[config.mk]
export PLATFORM = sky130hd
export DESIGN_NAME = keypad_register_interrupt_block
export DESIGN_NICKNAME = d
export VERILOG_FILES = /design/src/rtl/kpad_pkg.sv /design/src/rtl/keypad_register_interrupt_block.sv /design/src/rtl/kpad_regs.sv /design/src/rtl/kpad_out_buf.sv
export SDC_FILE = /design/constraint.sdc
export NUM_CORES = 1
export LEC_CHECK = 0
export ABC_AREA = 1
export BUFFER_PORTS_ARGS = -buffer_cell sky130_fd_sc_hd__buf_2
export CELL_PAD_IN_SITES_DETAIL_PLACEMENT = 0
export CELL_PAD_IN_SITES_GLOBAL_PLACEMENT = 1
export CORE_UTILIZATION = 31
export CTS_CLUSTER_DIAMETER = 40
export DETAILED_ROUTE_END_ITERATION = 12
export GPL_TIMING_DRIVEN = 0
export PLACE_DENSITY = 0.61
export REMOVE_ABC_BUFFERS = 1
export SYNTH_ARGS = -nofsm -noshare
export SYNTH_HDL_FRONTEND = slang
export SYNTH_SLANG_ARGS = --single-unit
[constraint.sdc]
create_clock -name clock -period 2.7 [get_ports clock]
set_input_delay 0.54 -clock clock [delete_from_list [all_inputs] [get_ports clock]]
set_output_delay 0.54 -clock clock [all_outputs]
set_load 0.02 [all_outputs]
[src/rtl/kpad_pkg.sv]
// Shared types and constants for the keypad register and interrupt block.
// No dependencies; used by every module of the block.
package kpad_pkg;

   // number of keypad buttons (1 to 14)
   localparam int KPAD_NUM_BUTTONS = 10;

   // control register layout
   localparam int KPAD_CTL_W       = 16;
   localparam int KPAD_CTL_ENABLE  = 14;
   localparam int KPAD_CTL_AND     = 15;
   localparam logic [15:0] KPAD_CTL_HI_MASK = 16'hFF00;
   localparam logic [15:0] KPAD_CTL_LO_MASK = 16'h00FF;
   localparam logic [7:0]  KPAD_BYTE_MASK   = 8'hFF;

   // item operations
   typedef enum logic [2:0] {
      OP_TICK        = 3'd0,
      OP_SET_BUTTON  = 3'd1,
      OP_LOAD_MASK   = 3'd2,
      OP_RELEASE_ALL = 3'd3,
      OP_READ        = 3'd4,
      OP_WRITE       = 3'd5
   } kpad_op_type;

   // byte offsets
   localparam logic [1:0] OFF_KEY_LO = 2'd0;
   localparam logic [1:0] OFF_KEY_HI = 2'd1;
   localparam logic [1:0] OFF_CTL_LO = 2'd2;
   localparam logic [1:0] OFF_CTL_HI = 2'd3;

   // one result item
   typedef struct packed {
      logic [7:0] read_data;
      logic       irq_request;
   } kpad_rsp_type;

endpackage

[src/rtl/keypad_register_interrupt_block.sv]
// Keypad register and interrupt block: top level.
// The result of an item is registered in the result buffer and offered in order from its head.
// Throughput: one item per cycle while req_stall is low; a two-entry result buffer absorbs stalls.
// req_stall rises only when two results wait untaken.
// Synchronous active-high reset clears the button mask, control and flag.
// Depends on kpad_pkg, kpad_regs and kpad_out_buf.
module keypad_register_interrupt_block (
   input  logic       clock,
   input  logic       reset,
   input  logic       req_valid,
   output logic       req_stall,
   input  logic [2:0] req_opcode,
   input  logic [3:0] req_button_index,
   input  logic       req_button_down,
   input  logic [9:0] req_press_mask,
   input  logic [1:0] req_byte_offset,
   input  logic [7:0] req_write_byte,
   output logic       rsp_valid,
   input  logic       rsp_stall,
   output logic [7:0] rsp_read_data,
   output logic       rsp_irq_request
);

   logic                   accept;
   logic                   full;
   kpad_pkg::kpad_rsp_type result;
   kpad_pkg::kpad_rsp_type rsp_data;

   // item handshake
   assign req_stall = full;
   assign accept    = req_valid && !req_stall;

   // register file and interrupt logic
   kpad_regs u_regs (
      .clock        (clock),
      .reset        (reset),
      .accept       (accept),
      .opcode       (req_opcode),
      .button_index (req_button_index),
      .button_down  (req_button_down),
      .press_mask   (req_press_mask),
      .byte_offset  (req_byte_offset),
      .write_byte   (req_write_byte),
      .result       (result)
   );

   // result buffer
   kpad_out_buf u_out_buf (
      .clock     (clock),
      .reset     (reset),
      .push      (accept),
      .push_data (result),
      .full      (full),
      .rsp_valid (rsp_valid),
      .rsp_stall (rsp_stall),
      .rsp_data  (rsp_data)
   );

   assign rsp_read_data   = rsp_data.read_data;
   assign rsp_irq_request = rsp_data.irq_request;

endmodule

[src/rtl/kpad_regs.sv]
// Keypad state registers, register access decode and interrupt edge detect.
// Depends on kpad_pkg.
module kpad_regs (
   input  logic                      clock,
   input  logic                      reset,
   input  logic                      accept,
   input  logic [2:0]                opcode,
   input  logic [3:0]                button_index,
   input  logic                      button_down,
   input  logic [9:0]                press_mask,
   input  logic [1:0]                byte_offset,
   input  logic [7:0]                write_byte,
   output kpad_pkg::kpad_rsp_type    result
);

   logic [kpad_pkg::KPAD_NUM_BUTTONS-1:0] held_ff, held_in;
   logic [kpad_pkg::KPAD_CTL_W-1:0]       ctl_ff, ctl_in;
   logic                                  cond_ff, cond_in;
   logic [15:0]                           keys;
   logic [kpad_pkg::KPAD_NUM_BUTTONS-1:0] watched;
   logic [kpad_pkg::KPAD_NUM_BUTTONS-1:0] held_watched;
   logic                                  met;
   logic [7:0]                            rdata;

   // active-low key state, unused bits read as zero
   always_comb begin
      keys = '0;
      keys[kpad_pkg::KPAD_NUM_BUTTONS-1:0] = ~held_ff;
   end

   // next state and read data for one item
   always_comb begin
      held_in = held_ff;
      ctl_in  = ctl_ff;
      rdata   = 8'd0;
      case (kpad_pkg::kpad_op_type'(opcode))
         kpad_pkg::OP_SET_BUTTON: begin
            for (int i = 0; i < kpad_pkg::KPAD_NUM_BUTTONS; i++) begin
               if (button_index == 4'(i)) begin
                  held_in[i] = button_down;
               end
            end
         end
         kpad_pkg::OP_LOAD_MASK: begin
            held_in = kpad_pkg::KPAD_NUM_BUTTONS'(press_mask);
         end
         kpad_pkg::OP_RELEASE_ALL: begin
            held_in = '0;
         end
         kpad_pkg::OP_READ: begin
            case (byte_offset)
               kpad_pkg::OFF_KEY_LO: rdata = keys[7:0] & kpad_pkg::KPAD_BYTE_MASK;
               kpad_pkg::OFF_KEY_HI: rdata = keys[15:8] & kpad_pkg::KPAD_BYTE_MASK;
               kpad_pkg::OFF_CTL_LO: rdata = ctl_ff[7:0];
               default:              rdata = ctl_ff[15:8];
            endcase
         end
         kpad_pkg::OP_WRITE: begin
            case (byte_offset)
               kpad_pkg::OFF_CTL_LO:
                  ctl_in = (ctl_ff & kpad_pkg::KPAD_CTL_HI_MASK) | {8'd0, write_byte};
               kpad_pkg::OFF_CTL_HI:
                  ctl_in = (ctl_ff & kpad_pkg::KPAD_CTL_LO_MASK) | {write_byte, 8'd0};
               default: ctl_in = ctl_ff;
            endcase
         end
         default: ;
      endcase
   end

   // interrupt condition on the updated state
   assign watched      = ctl_in[kpad_pkg::KPAD_NUM_BUTTONS-1:0];
   assign held_watched = held_in & watched;
   always_comb begin
      if (!ctl_in[kpad_pkg::KPAD_CTL_ENABLE] || (watched == '0)) begin
         met = 1'b0;
      end else if (ctl_in[kpad_pkg::KPAD_CTL_AND]) begin
         met = (held_watched == watched);
      end else begin
         met = (held_watched != '0);
      end
   end

   assign cond_in            = met;
   assign result.read_data   = rdata;
   assign result.irq_request = met && !cond_ff;

   // state registers
   always_ff @(posedge clock) begin
      if (reset) begin
         held_ff <= '0;
         ctl_ff  <= '0;
         cond_ff <= 1'b0;
      end else if (accept) begin
         held_ff <= held_in;
         ctl_ff  <= ctl_in;
         cond_ff <= cond_in;
      end
   end

`ifndef SYNTH
   // a request means the condition flag is set afterwards
   a_irq_sets_flag: assert property (@(posedge clock) disable iff (reset)
      accept && result.irq_request |=> cond_ff)
      else $error("irq request without condition flag");

   // flag is never held while interrupts are disabled
   a_flag_needs_enable: assert property (@(posedge clock) disable iff (reset)
      cond_ff |-> ctl_ff[kpad_pkg::KPAD_CTL_ENABLE])
      else $error("condition flag set while disabled");

   // state holds when no item is taken
   a_hold_idle: assert property (@(posedge clock) disable iff (reset)
      !accept |=> $stable(held_ff) && $stable(ctl_ff) && $stable(cond_ff))
      else $error("state changed without an item");
`endif

endmodule

[src/rtl/kpad_out_buf.sv]
// Two-entry result buffer that decouples result stalls from item intake.
// Depends on kpad_pkg.
module kpad_out_buf (
   input  logic                   clock,
   input  logic                   reset,
   input  logic                   push,
   input  kpad_pkg::kpad_rsp_type push_data,
   output logic                   full,
   output logic                   rsp_valid,
   input  logic                   rsp_stall,
   output kpad_pkg::kpad_rsp_type rsp_data
);

   kpad_pkg::kpad_rsp_type slot0_ff, slot0_in;
   kpad_pkg::kpad_rsp_type slot1_ff, slot1_in;
   logic [1:0]             count_ff, count_in;
   logic                   pop;

   assign pop       = rsp_valid && !rsp_stall;
   assign rsp_valid = (count_ff != 2'd0);
   assign rsp_data  = slot0_ff;
   assign full      = (count_ff == 2'd2);

   // slot update: slot0 is the head
   always_comb begin
      slot0_in = slot0_ff;
      slot1_in = slot1_ff;
      count_in = count_ff;
      if (pop && push) begin
         if (count_ff == 2'd1) begin
            slot0_in = push_data;
         end else begin
            slot0_in = slot1_ff;
            slot1_in = push_data;
         end
      end else if (pop) begin
         slot0_in = slot1_ff;
         count_in = count_ff - 2'd1;
      end else if (push) begin
         if (count_ff == 2'd0) begin
            slot0_in = push_data;
         end else begin
            slot1_in = push_data;
         end
         count_in = count_ff + 2'd1;
      end
   end

   // control registers
   always_ff @(posedge clock) begin
      if (reset) begin
         count_ff <= 2'd0;
      end else begin
         count_ff <= count_in;
      end
   end

   // payload registers
   always_ff @(posedge clock) begin
      slot0_ff <= slot0_in;
      slot1_ff <= slot1_in;
   end

`ifndef SYNTH
   // never more than two items held
   a_count_range: assert property (@(posedge clock) disable iff (reset)
      count_ff != 2'd3)
      else $error("result buffer count out of range");

   // no push into a full buffer
   a_no_overflow: assert property (@(posedge clock) disable iff (reset)
      full |-> !push)
      else $error("push into full result buffer");

   // a held head item does not change while stalled
   a_head_stable: assert property (@(posedge clock) disable iff (reset)
      rsp_valid && rsp_stall |=> rsp_valid && $stable(rsp_data))
      else $error("stalled result changed");
`endif

endmodule
After elaboration in Yosys (flattened, before gate mapping)
Cells that the tools add are included.
- bits in registers: 47
- input bits: 32
- output and inout bits: 11
- $add $sub $neg: 2
- equality and inequality tests: 23
- mux-type cells: 29
- bitwise gates (word level): 5
- reduce and logical (&&, ||, !) cells: 24
- operator list (operator ; number):
    9-bit two-way mux ; 10
    16-bit case mux with 2 select lines ; 1
    10-bit case mux with 3 select lines ; 1
    8-bit case mux with 3 select lines ; 1
    4-bit by 3-bit == test with 1-bit output, second input constant ; 4
    16-bit two-way mux ; 1
    16-bit by 8-bit OR with 16-bit output ; 1
    8-bit by 16-bit OR with 16-bit output ; 1
    1-bit two-way mux ; 12
    10-bit bitwise AND ; 1
    10-bit == test ; 1
    10-bit logical NOT ; 1
    10-bit NOT ; 1
    10-bit nonzero test ; 1
    4-bit by 2-bit == test with 1-bit output, second input constant ; 2
    4-bit == test, second input constant ; 2
    8-bit two-way mux ; 1
    2-bit nonzero test ; 4
    2-bit == test, second input constant ; 3
    3-bit by 2-bit == test with 1-bit output, second input constant ; 2
    3-bit == test, second input constant ; 2
    3-bit nonzero test ; 2
    2-bit by 1-bit == test with 1-bit output, second input constant ; 2
    4-bit by 1-bit == test with 1-bit output, second input constant ; 1
    15 further kinds ; 25

Depth between registers and ports, before layout
- depth after elaboration: 12
- gate-level depth with buffers: 17
- gate-level depth less buffers: 16

Modules after synthesis
A second synthesis with hierarchy kept.
- cells, all modules: 472
- area total of the unflattened synthesis: 3126.7 um2
- by module, submodules not included (module ; times used ; cells an instance ; area each (um2)):
    kpad_regs ; 1 ; 345 ; 2006.9
    kpad_out_buf ; 1 ; 125 ; 1109.8
    keypad_register_interrupt_block ; 1 ; 2 ; 10.0

Least setup slack after synthesis
No wires, ideal clock.
- path kind: register -> register
- start: register u_out_buf.count_ff[0]
- end: register u_out_buf.slot1_ff[0] in the netlist's numbering (enable)
- setup time: 0.389 ns
- arrival: 2.142 ns
- data required time: 2.311 ns
- path slack: 0.170 ns
- cell stages (with the launch flop): 7
- clock period less this slack: 2.530 ns
- cell sequence: dfxtp_1 -> inv_1 -> ha_1 -> nor2_1 -> ha_1 -> a21oi_1 -> nor3b_1
- word-level cells in the longest chain between the ends: 6
- RTL lines (item ; line ; text):
    start: declaration ; kpad_out_buf.sv:16 ; logic [1:0] count_ff, count_in;
    start signal: assignment ; kpad_out_buf.sv:54 ; count_ff <= count_in;
    2-bit == test (*) ; kpad_out_buf.sv:22 ; assign full = (count_ff == 2'd2);
    named net req_stall ; keypad_register_interrupt_block.sv:11 ; output logic req_stall,
    1-bit logical NOT (*) ; keypad_register_interrupt_block.sv:31 ; assign accept = req_valid && !req_stall;
    1-bit logical AND (*) ; keypad_register_interrupt_block.sv:31 ;
    named net accept ; keypad_register_interrupt_block.sv:24 ; logic accept;
    1-bit logical AND ; kpad_out_buf.sv:29 ; if (pop && push) begin
    2-bit inequality test (no source line), or another cell as far along ; - ;
    4-bit AND reduction (no source line) (*) ; - ;
    end signal: assignment ; kpad_out_buf.sv:61 ; slot1_ff <= slot1_in;
    end: declaration ; kpad_out_buf.sv:15 ; kpad_pkg::kpad_rsp_type slot1_ff, slot1_in;
The timed path passes the listed nets; every way through them passes the cells marked *.
A chain may end at the register's enable or synchronous reset.

==> qor.txt <==
Max-slew headroom = 34.0%
CP required = 2760 ps
Layout area overhead = 15.0%
register bit total from synthesis = 47
Fmax = 0.414 GHz
GRT Overall Usage = 17.7%
root buf cell = clkbuf_8
Nets = 486
TritonRoute pass-1 iters = 4
IO buf count = 42
ys flop type = dfxtp_1
layout cells sized above 1 = 18.4%
Layout Cells excl Fill = 559
vias per inst = 4.80
number of synthesized flops with an enable pin = 18
Initial Util = 32.7%
drt first-iter violations = 104
total wire length = 8270 microns
Clock Power Share = 23.2%
maximum fanout along the worst path = 11
worst slack, placed = -640 ps
Placed Cells = 549
latest clock arrival within the worst-skew pair = 310 ps
Pwr Total = 2.33 mW
largest net degree at the start of global routing = 27
crit path kind = flop to flop
Layout fillers = 954
number of I/O pins = 43
vias after detailed routing = 2681
Vert. Die Dim = 98.8 microns
hold buffer count at CTS = 0
chip width = 98.8 microns
Comb power frac = 35.8%
Antenna Cells = 0
Worst Tran Pin Value = 983 ps
H-tree levels = 2
Post-Syn Instances = 409
worst vdd rail ir drop = 226 uV
remaining antenna violation count = 0
Leakage Power = 1.59 nW
vias in the first global route = 2501
sequential area share after synthesis = 38.6%
initial antenna violation count = 0
Rows = 34
RSZ-0062 raised after global routing = no
Top Family by Delay on Critical Path = adder cells
Wirelength per Cell = 14.8 microns
register area = 1120 sq um
final period utilization = 89.5%
Syn Area/Cell = 7.10 sq um
clock sink count = 47
max cap viols = 0
worst path cell trace = inv_1 > ha_1 > nor2_4 > ha_1 > nand2_1 > o21ai_1 > mux2_2
CP max stage cell = mux2_2
Switching Power = 0.859 mW
total grt overflow = 0
clock buffer depth = 2
CP Capture Type = flop
Sw Ratio = 36.8%
Multi-input gate area = 1490 sq um
Final Skew = 12.7 ps
DR WL met2 = 3780 microns
Post-synth ARST share = 0%
DIE AREA = 9760 sq um
Sequential Power Share = 41.0%
Buf/Inv on CP = 1
power density cells = 698 nW/um^2
DR DRC count = 0
outcome = complete, no violations
M1 WL = 4110 microns
clock-pin slew of the registers on the worst-case setup and hold paths = 100 ps
Top Metal Used = met4
Yosys cell types = 38
CTS tree = done
GPL Wtd Cong = 0.787
cell area after synthesis = 2900 sq um
Worst setup SP type = flop
Internal = 1.47 mW
Syn. warnings = 0
pins over their slew limit = 0
Post-DP HPWL = 6100 microns
Tmin final = 2420 ps
Post-CTS Setup Inserts = 0
setup_tns = 0 ps
Worst Setup Slack, final = 283 ps
crit path DAT = 2480 ps
met3 wire length = 312 microns
core area = 8890 sq um
Final setup viols = 0
fin util = 37.6%
final hold violation count = 0
Hold Path Class = flop to flop
TritonCTS Buffers = 5
max incr delay on CP = 410 ps
most frequent CP cell = ha_1
first-pass GRT wire length = 13200 microns
==> power groups by stage <==
stage | clock network (mW) | logic, mW | registers, mW
2_1_floorplan | 0 | 0.503 | 1.04
3_3_place_gp | 0 | 0.804 | 0.973
3_5_place_dp | 0 | 0.806 | 0.976
4_1_cts | 0.556 | 0.842 | 0.957
5_1_grt | 0.583 | 0.936 | 0.970
6_report | 0.540 | 0.835 | 0.956
==> logic make-up after synthesis <==
group | after synthesis | synth area share (%)
xor+xnor | 2 | 0.603
fa+ha+maj | 4 | 1.72
compound gates | 82 | 15.7
buf+inv | 78 | 10.5
simple gates | 187 | 29.4
flops | 47 | 38.6
mux | 9 | 3.45
==> layout make-up <==
class | instances | share of cell area, %
clock buffers | 5 | 2.06
clock inverters | 3 | 1.27
inverters | 68 | 7.75
multi-input cells | 284 | 44.7
flip-flops and latches | 47 | 33.6
well taps | 108 | 4.04
repair buffers | 42 | 6.29
repair inverters | 2 | 0.300
==> routing by layer <==
metal / GRT usage (%) / vias up
li1: - / 1426
met3: 1.91 / 6
met5: 0 / -
met2: 28.7 / 56
met4: 5.05 / 0
met1: 24.9 / 1193
==> worst min-delay path, stage by stage, from the launching register on <==
cell	delay, ps
dfxtp_1	320
nand2_1	60
a21oi_1	50
==> synth_stat cells (2+ instances only) <==
cell type	count	area, sq um
nand2_1	107	402
inv_1	65	244
a21oi_1	34	170
nand3_1	34	170
o21ai_0	30	150
dfxtp_1	29	581
nor2_1	19	71.3
edfxtp_1	18	541
nand4_1	10	62.6
mux2_2	8	90.1
o21ai_2	8	70.1
nor3_1	7	35.0
clkbuf_1	6	22.5
ha_1	4	50.1
o21ai_1	3	15.0
inv_2	2	7.51
o211ai_1	2	15.0
o21a_1	2	15.0
o22ai_1	2	12.5
==> registers in the layout (all words and copies together) (netlist names) <==
| signal | cells |
|---|---|
| u_regs.cond_ff | 1 |
| u_out_buf.slot1_ff | 9 |
| u_out_buf.count_ff | 2 |
| u_regs.held_ff | 10 |
| u_out_buf.rsp_data | 9 |
| u_regs.ctl_ff | 16 |
==> final timing paths <==
check                                      from                               to  slack (ps)  cells after the start
min              u_regs.ctl_ff[12]$_SDFFE_PP0P_   u_regs.ctl_ff[12]$_SDFFE_PP0P_         470                      2
max reg2reg  u_out_buf.count_ff[0]$_SDFFE_PP0P_  u_out_buf.rsp_data[2]$_DFFE_PP_         280                      7
min reg2reg      u_regs.ctl_ff[12]$_SDFFE_PP0P_   u_regs.ctl_ff[12]$_SDFFE_PP0P_         470                      2
max          u_out_buf.count_ff[0]$_SDFFE_PP0P_  u_out_buf.rsp_data[2]$_DFFE_PP_         280                      7
==> what timing repair did <==
action,in CTS,in global routing
hold endpoints to repair,0,0
gates resized for setup,5,1
endpoints found under the setup margin,23,37
cloned,2,0
==> layout by cell type, fill, tap and decap left out, drive strengths merged, types with 3 or more instances in the layout <==
cell,netlist,layout
inv,67,67
clkinvlp,0,3
o21ai,41,41
dfxtp,29,29
nand3,36,36
mux2,8,8
clkbuf,6,5
nand2,108,108
edfxtp,18,18
nand4,10,10
nor3,8,8
ha,4,4
nor2,22,22
a21oi,35,35
buf,4,42
==> through the flow <==
step                      hold WS (ps)  instance area (sq um)
after floorplan                    435                   2850
after global placement             454                   3200
after detailed placement           453                   3200
after CTS                          468                   3340
after global routing               489                   3340
final                              470                   3340
(Power assumes the default switching activity.)
